<file path="src/hw/rtl/drs_pkg.sv">
// ----------------------------------------------------------------------------
// drs_pkg
// Shared types, widths and helpers for the data rate register search block.
// ----------------------------------------------------------------------------
package drs_pkg;

  localparam int unsigned TARGET_W   = 24;
  localparam int unsigned CRYSTAL_W  = 25;
  localparam int unsigned EXP_W      = 4;
  localparam int unsigned MANT_W     = 8;
  localparam int unsigned BYTE_W     = 8;
  localparam int unsigned EXP_N      = 16;
  localparam int unsigned RATE_SHIFT = 28;

  // quotient bits needed: k = q >> e must reach 511 at the largest exponent
  localparam int unsigned QUOT_W      = 24;
  localparam int unsigned PRE_SHIFT   = RATE_SHIFT - QUOT_W;
  localparam int unsigned STEPS_PER   = 4;
  localparam int unsigned DIV_STAGES  = QUOT_W / STEPS_PER;

  // k = 256 + m, product and distance widths
  localparam int unsigned K_W    = 9;
  localparam int unsigned PROD_W = K_W + CRYSTAL_W;
  localparam int unsigned SHP_W  = PROD_W + EXP_N - 1;
  localparam int unsigned DIST_W = TARGET_W + RATE_SHIFT;

  localparam logic [K_W-1:0]     K_MIN       = 9'd256;
  localparam logic [K_W-1:0]     K_MAX       = 9'd511;
  localparam logic [QUOT_W-1:0]  Q_HI_LIMIT  = 24'd511;
  localparam logic [CRYSTAL_W-1:0] CRYSTAL_RESET = 25'd26000000;
  localparam logic [3:0]         NIBBLE_ZERO = 4'h0;

  // item riding along the pipeline
  typedef struct packed {
    logic                vld;
    logic [TARGET_W-1:0] target;
    logic [BYTE_W-1:0]   modem;
  } item_t;

  // one candidate of the search
  typedef struct packed {
    logic [EXP_W-1:0]  e;
    logic [K_W-1:0]    k;
    logic [DIST_W-1:0] d;
  } cand_t;

  // nearer of two candidates, the first one wins a tie
  function automatic cand_t pick_nearer(input cand_t a, input cand_t b);
    cand_t r;
    r = (b.d < a.d) ? b : a;
    return r;
  endfunction

endpackage

</file>
<file path="src/hw/rtl/drs_quot_pipe.sv">
// ----------------------------------------------------------------------------
// drs_quot_pipe
// Pipelined restoring divider: q = floor(target * 2^28 / crystal), saturated
// to a flag when the quotient does not fit its bits.
// ----------------------------------------------------------------------------
module drs_quot_pipe (
  input  logic                           clk,
  input  logic                           rst,
  input  logic                           en,
  input  logic [drs_pkg::CRYSTAL_W-1:0]  crystal,
  input  drs_pkg::item_t                 in_item,
  output drs_pkg::item_t                 out_item,
  output logic [drs_pkg::QUOT_W-1:0]     out_q,
  output logic                           out_ovf
);
  import drs_pkg::*;

  item_t                 item [DIV_STAGES+1];
  logic                  ovf  [DIV_STAGES+1];
  logic [CRYSTAL_W-1:0]  rem  [DIV_STAGES+1];
  logic [QUOT_W-1:0]     quot [DIV_STAGES+1];
  logic [CRYSTAL_W-1:0]  rem_next  [DIV_STAGES+1];
  logic [QUOT_W-1:0]     quot_next [DIV_STAGES+1];

  logic [RATE_SHIFT-1:0] pre;
  logic                  pre_ovf;

  // entry: top bits of the dividend and the overflow check
  always_comb begin
    pre      = {in_item.target, PRE_SHIFT'(0)};
    pre_ovf  = (pre >= RATE_SHIFT'(crystal));
  end

  assign rem_next[0]  = pre_ovf ? '0 : pre[CRYSTAL_W-1:0];
  assign quot_next[0] = '0;

  // four quotient bits per stage
  for (genvar s = 1; s <= DIV_STAGES; s++) begin : g_stage
    always_comb begin : p_steps
      logic [CRYSTAL_W:0]   r2;
      logic [CRYSTAL_W-1:0] r;
      logic [QUOT_W-1:0]    q;
      logic                 b;
      r = rem[s-1];
      q = quot[s-1];
      for (int j = 0; j < STEPS_PER; j++) begin
        r2 = {r, 1'b0};
        b  = (r2 >= {1'b0, crystal});
        if (b) begin
          r2 = r2 - {1'b0, crystal};
        end
        r = r2[CRYSTAL_W-1:0];
        q = {q[QUOT_W-2:0], b};
      end
      rem_next[s]  = r;
      quot_next[s] = q;
    end
  end

  // stage registers, valid bits cleared by reset
  for (genvar s = 0; s <= DIV_STAGES; s++) begin : g_reg
    if (s == 0) begin : g_first
      always_ff @(posedge clk) begin
        if (rst) begin
          item[0].vld <= 1'b0;
        end else if (en) begin
          item[0].vld <= in_item.vld;
        end
        if (en) begin
          item[0].target <= in_item.target;
          item[0].modem  <= in_item.modem;
          ovf[0]         <= pre_ovf;
          rem[0]         <= rem_next[0];
          quot[0]        <= quot_next[0];
        end
      end
    end else begin : g_rest
      always_ff @(posedge clk) begin
        if (rst) begin
          item[s].vld <= 1'b0;
        end else if (en) begin
          item[s].vld <= item[s-1].vld;
        end
        if (en) begin
          item[s].target <= item[s-1].target;
          item[s].modem  <= item[s-1].modem;
          ovf[s]         <= ovf[s-1];
          rem[s]         <= rem_next[s];
          quot[s]        <= quot_next[s];
        end
      end
    end
  end

  assign out_item = item[DIV_STAGES];
  assign out_q    = quot[DIV_STAGES];
  assign out_ovf  = ovf[DIV_STAGES];

endmodule

</file>
<file path="config.mk">
export PLATFORM = sky130hd
export DESIGN_NAME = drs_quot_pipe
export DESIGN_NICKNAME = d
export VERILOG_FILES = /design/src/hw/rtl/drs_pkg.sv /design/src/hw/rtl/drs_quot_pipe.sv
export SDC_FILE = /design/constraint.sdc
export NUM_CORES = 2
export LEC_CHECK = 0
export BUFFER_PORTS_ARGS = -buffer_cell sky130_fd_sc_hd__clkbuf_2
export CELL_PAD_IN_SITES_DETAIL_PLACEMENT = 1
export CELL_PAD_IN_SITES_GLOBAL_PLACEMENT = 1
export CORE_AREA = 2 2 330 332
export CTS_BUF_LIST = sky130_fd_sc_hd__clkbuf_16
export DETAILED_ROUTE_END_ITERATION = 6
export DIE_AREA = 0 0 332 334
export HOLD_SLACK_MARGIN = 0.05
export PLACE_DENSITY_LB_ADDON = 0.1
export SLEW_MARGIN = 5
export SYNTH_ARGS = -nofsm -noshare
export SYNTH_HDL_FRONTEND = slang
export SYNTH_SLANG_ARGS = --single-unit
</file>
<file path="constraint.sdc">
create_clock -name clk -period 25.3 [get_ports clk]
set_clock_uncertainty 0.05 [all_clocks]
set_input_delay 2.53 -clock clk [delete_from_list [all_inputs] [get_ports clk]]
set_output_delay 2.53 -clock clk [all_outputs]
set_load 0.02 [all_outputs]
</file>
# Word-level counts from Yosys, hierarchy flattened
# Memory sizes are Yosys's and may differ from the RTL's.
# Index checks and enable logic that the tools add are counted.
[totals]
ff_bits = 0
mem_bits_rw = 581
inputBits = 61
output_inout_bits = 58
elab_cells = 98
mem_count = 4
[op_classes]
addsub = 24
magnitude_cmp = 25
mux = 38
n_bitwise = 7
[mem_list]
columns = ["memory", "words", "width", "rd", "rd_ports_with_merged_regs", "write_ports", "line", "source"]
rows = [
  ["item", 7, 33, 7, 0, 7, "drs_quot_pipe.sv:18", "item_t item [DIV_STAGES+1];"],
  ["rem", 7, 25, 6, 0, 7, "drs_quot_pipe.sv:20", "logic [CRYSTAL_W-1:0] rem [DIV_STAGES+1];"],
  ["quot", 7, 24, 7, 0, 7, "drs_quot_pipe.sv:21", "logic [QUOT_W-1:0] quot [DIV_STAGES+1];"],
  ["ovf", 7, 1, 7, 0, 7, "drs_quot_pipe.sv:19", "logic ovf [DIV_STAGES+1];"],
]
[ops]
columns = ["operator", "count"]
rows = [
  ["2-to-1 mux 25 bit", 25],
  [">= comparator 26 x 25 -> 1 bit", 24],
  ["subtractor 25 bit", 24],
  [">= comparator 28 x 25 -> 1 bit", 1],
  ["2-to-1 mux 1 bit", 13],
  ["bitwise OR 1 bit", 7],
]

# Logic depth before layout (Yosys ltp)
# An unclocked memory read counts as a cell.
[depth]
word_depth = 9
mapped_depth = 58
ltp_nobuf = 48

# Least setup slack after synthesis
# OpenSTA, ideal clock, no wires.
[synth_path]
path_type = "input -> register"
startpoint = "input port crystal[0] (netlist bit)"
endpoint = "memory rem[2][10] (data pin)"
arrival_time_ps = 15565
required_time_ps = 24990
setup_slack_ps = 9425
stages = 56
path_buffers = 11
cell_sequence = "clkbuf_1 -> clkbuf_1 -> inv_1 -> clkbuf_1 -> clkbuf_1 -> fa_1 -> a211oi_1 -> o21ai_1 -> a41o_1 -> o21ai_1 -> a311oi_1 -> nor2_1 -> clkbuf_1 -> buf_1 -> mux2i_1 -> inv_1 -> ha_1 -> nand4_1 -> [... 20 more ...] -> a221oi_2 -> clkbuf_1 -> mux2_2 -> ha_1 -> a21oi_1 -> o21bai_1 -> a221o_1 -> a221oi_1 -> o22ai_1 -> a311o_1 -> a221o_1 -> a21o_1 -> or3_1 -> o22a_1 -> o31a_1 -> clkbuf_1 -> buf_2 -> mux2_2"
[synth_rtl]
columns = ["item", "line", "source"]
rows = [
  ["start: declaration", "drs_quot_pipe.sv:10", "input logic [drs_pkg::CRYSTAL_W-1:0] crystal,"],
  ["end: declaration", "drs_quot_pipe.sv:20", ""],
]

==> run_results.csv <==
group,metric,value,unit
detailed_routing,drt_wl_total,163800,µm
setup_path,crit_type,"primary input to flop",
timing,setup-tns-final,0,ps
cells_and_area,mostFrequentLayoutCells,"ha_1 (598), a21oi_1 (474), edfxtp_1 (468), nor2_1 (432), nand2_1 (399)",
setup_path,arrival,17220,ps
cells_and_area,syn_to_final_growth,8.691,%
clock_tree,path_clk_slew,60,ps
cells_and_area,seq_area,14050,µm²
setup_path,cp-startpoint,"crystal[0]",
cells_and_area,multi_input_area,32690,µm²
setup_path,worstPathMaxFanout,41,
cells_and_area,final_nets,6056,
flow_run,cap_violations,0,
floorplan,die-area,110900,µm²
clock_tree,clk_latency,700,ps
clock_tree,clock_path_buffers,3,
clock_tree,cts_setup_buffers,0,
setup_path,reg2reg_to,"rem[2][24]$_DFFE_PP_",
synthesis,synth_cells,5270,
setup_path,startpoint_type,"primary input",
floorplan,initial_core_util,44.64,%
placement,dp_hpwl,126800,µm
timing,rsz0062_at_grt,"no",
detailed_routing,avgRoutedWirePerCell,23.91,µm
synthesis,synth-seq-area-share,29.21,%
floorplan,rows,121,
setup_path,timing.rr.start,"rem[1][0]$_SDFFCE_PN0P_",
detailed_routing,via_count,41770,
timing,hold_viol_final,0,
global_routing,grt_pass1_wl,249300,µm
cells_and_area,layout.cells.most_common,"ha_1",
clock_tree,cts_resized,0,
setup_path,ff2ff_setup_slack,10590,ps
synthesis,yosys_warnings,0,
global_routing,grt_max_degree,121,
timing,fmax,0.05931,GHz
synthesis,synth_cell_types,100,
setup_path,reg2regPathDepth,47,
placement,io_buffers,118,
floorplan,core-area,107800,µm²
floorplan,die_y,334,µm
setup_path,cp-endpoint,"rem[2][24]$_DFFE_PP_",
clock_tree,htree_levels,2,
clock_tree,hold_buffers,0,
setup_path,required,25660,ps
floorplan,io_pins,119,
detailed_routing,final_antenna_net_count,0,
setup_path,worst_setup_path_end_kind,"flop",
cells_and_area,drive_gt1_share,12.62,%
global_routing,grt_use_total,28.80,%
synthesis,yosysTopAreaCell,"edfxtp_1",
timing,setup_viol,0,
synthesis,yosys_most_used_dff,"edfxtp_1",
floorplan,fp.dieW,332,µm
global_routing,antenna_found_initial,4,
clock_tree,cts_tree,"yes",
synthesis,synthArstFlopShare,0,%
clock_tree,clockRootBuffer,"clkbuf_16",
synthesis,synthTopCellsByArea,"edfxtp_1 (29%), ha_1 (16%), mux2_2 (6.2%)",
timing,fin_crit_sh,66.64,%
synthesis,synth_edf_count,468,
setup_path,crit_path_top_delay_cell,"nor2b_1",
synthesis,postSynthAreaPerCell,9.130,µm²
setup_path,critPathMaxStageDelay,770,ps
clock_tree,cts_sinks,468,
placement,gp_congestion,0.9370,
timing,relSlewSlack,18.41,%
detailed_routing,drt_iter0_markers,2402,
global_routing,grt_pass1_vias,41890,
run_status,status,"finished, final reports clean",
clock_tree,numCtsBuffers,57,
detailed_routing,drtPass1Iterations,7,
detailed_routing,remaining_drc_errors,0,
synthesis,syn-num-nets,5935,
synthesis,ys_ff_latch,468,
cells_and_area,nFillCells,12520,
global_routing,grt_overflow,0,
min_path,worstHoldStart,"quot[3][2]$_DFFE_PP_",
timing,report.final.slew_viol_count,0,
timing,worst_pin_slew,1224,ps
timing,post-route-min-period,16860,ps
synthesis,synth_top_area_share,29.21,%
detailed_routing,routed_via_density,6.097,
min_path,hp-class,"flop to flop",
synthesis,syn_area,48110,µm²
## state kept, by name (all words and copies together) (netlist names)
register / count
ovf: 7
quot: 84
item: 231
rem: 146
## Yosys cell counts (all sizes together), types with 21 or more instances
library cell,number
a211o,21
a211oi,32
a21o,205
a21oi,475
a31o,22
a31oi,60
and2,70
and3,32
buf,68
clkbuf,65
edfxtp,468
ha,599
inv,191
mux2,289
nand2,400
nand2b,59
nand3,80
nand4,82
nor2,433
nor2b,66
nor3,95
nor4,23
o211ai,42
o21a,107
o21ai,373
o21bai,57
o31a,22
o31ai,41
or2,30
or3,52
xnor2,293
xor2,152
## kinds of logic (layout without fill, tap and decap cells)
logic type,count (synthesis),count (layout),synth area share (%)
adder cells (fa/ha/maj),604,604,15.79
AND/OR/NAND/NOR,1486,1486,14.86
flip-flops,468,468,29.21
XOR/XNOR,445,445,8.101
multiplexers,308,308,7.300
other,0,1,0
buffers and inverters,327,493,2.946
AO/OA/AOI/OAI,1632,1632,21.79
## layout make-up
type / instances / share of cell area [%]
multi-input cells: 4475 / 62.51
flip-flops and latches: 468 / 26.87
well taps: 1414 / 3.383
clock buffers: 57 / 2.728
repair buffers: 195 / 2.278
inverters: 194 / 1.392
clock inverters: 47 / 0.8302
diodes: 1 / 0.004785
## layer usage
| layer | global-route usage [%] | wire, µm | up-vias |
|---|---|---|---|
| li1 | - | - | 20070 |
| met1 | 40.36 | 77870 | 20650 |
| met2 | 46.39 | 72860 | 832 |
| met3 | 3.427 | 7689 | 217 |
| met4 | 8.791 | 5403 | 2 |
| met5 | 0 | 11 | - |
## worst max-delay path: cells and delay by family
| family | cells | cell delay (ps) |
|---|---|---|
| mux | 4 | 1590 |
| buf+inv | 9 | 2870 |
| simple gates | 8 | 2110 |
| compound gates | 25 | 6420 |
| fa+ha+maj | 4 | 1590 |
## metrics by stage
stage	hold slack (ps)	util, %	cells	instance area (µm²)	setup slack [ps]
floorplan	350.3	-	5270	48110	9425
global placement	350.6	46.79	6746	50430	8090
detailed placement	355.1	46.79	6746	50430	7898
CTS	325.3	48.51	6850	52290	8614
global route	350.3	48.51	6850	52290	7563
finish	336.1	48.51	6851	52300	8441
## how the worst min path moves through the flow
stage                             end  slack, ps  cells after the start
2_1_floorplan  item[0][100]$_DFFE_PP_        350                      0
3_3_place_gp    item[0][33]$_DFFE_PP_        350                      0
3_5_place_dp   item[0][114]$_DFFE_PP_        360                      0
4_1_cts          quot[4][6]$_DFFE_PP_        330                      0
5_1_grt          quot[4][6]$_DFFE_PP_        350                      0
6_report         quot[4][6]$_DFFE_PP_        340                      0
Power is not shown: default switching activity piles up to over one toggle a cycle in this logic, so the estimate is an artifact.
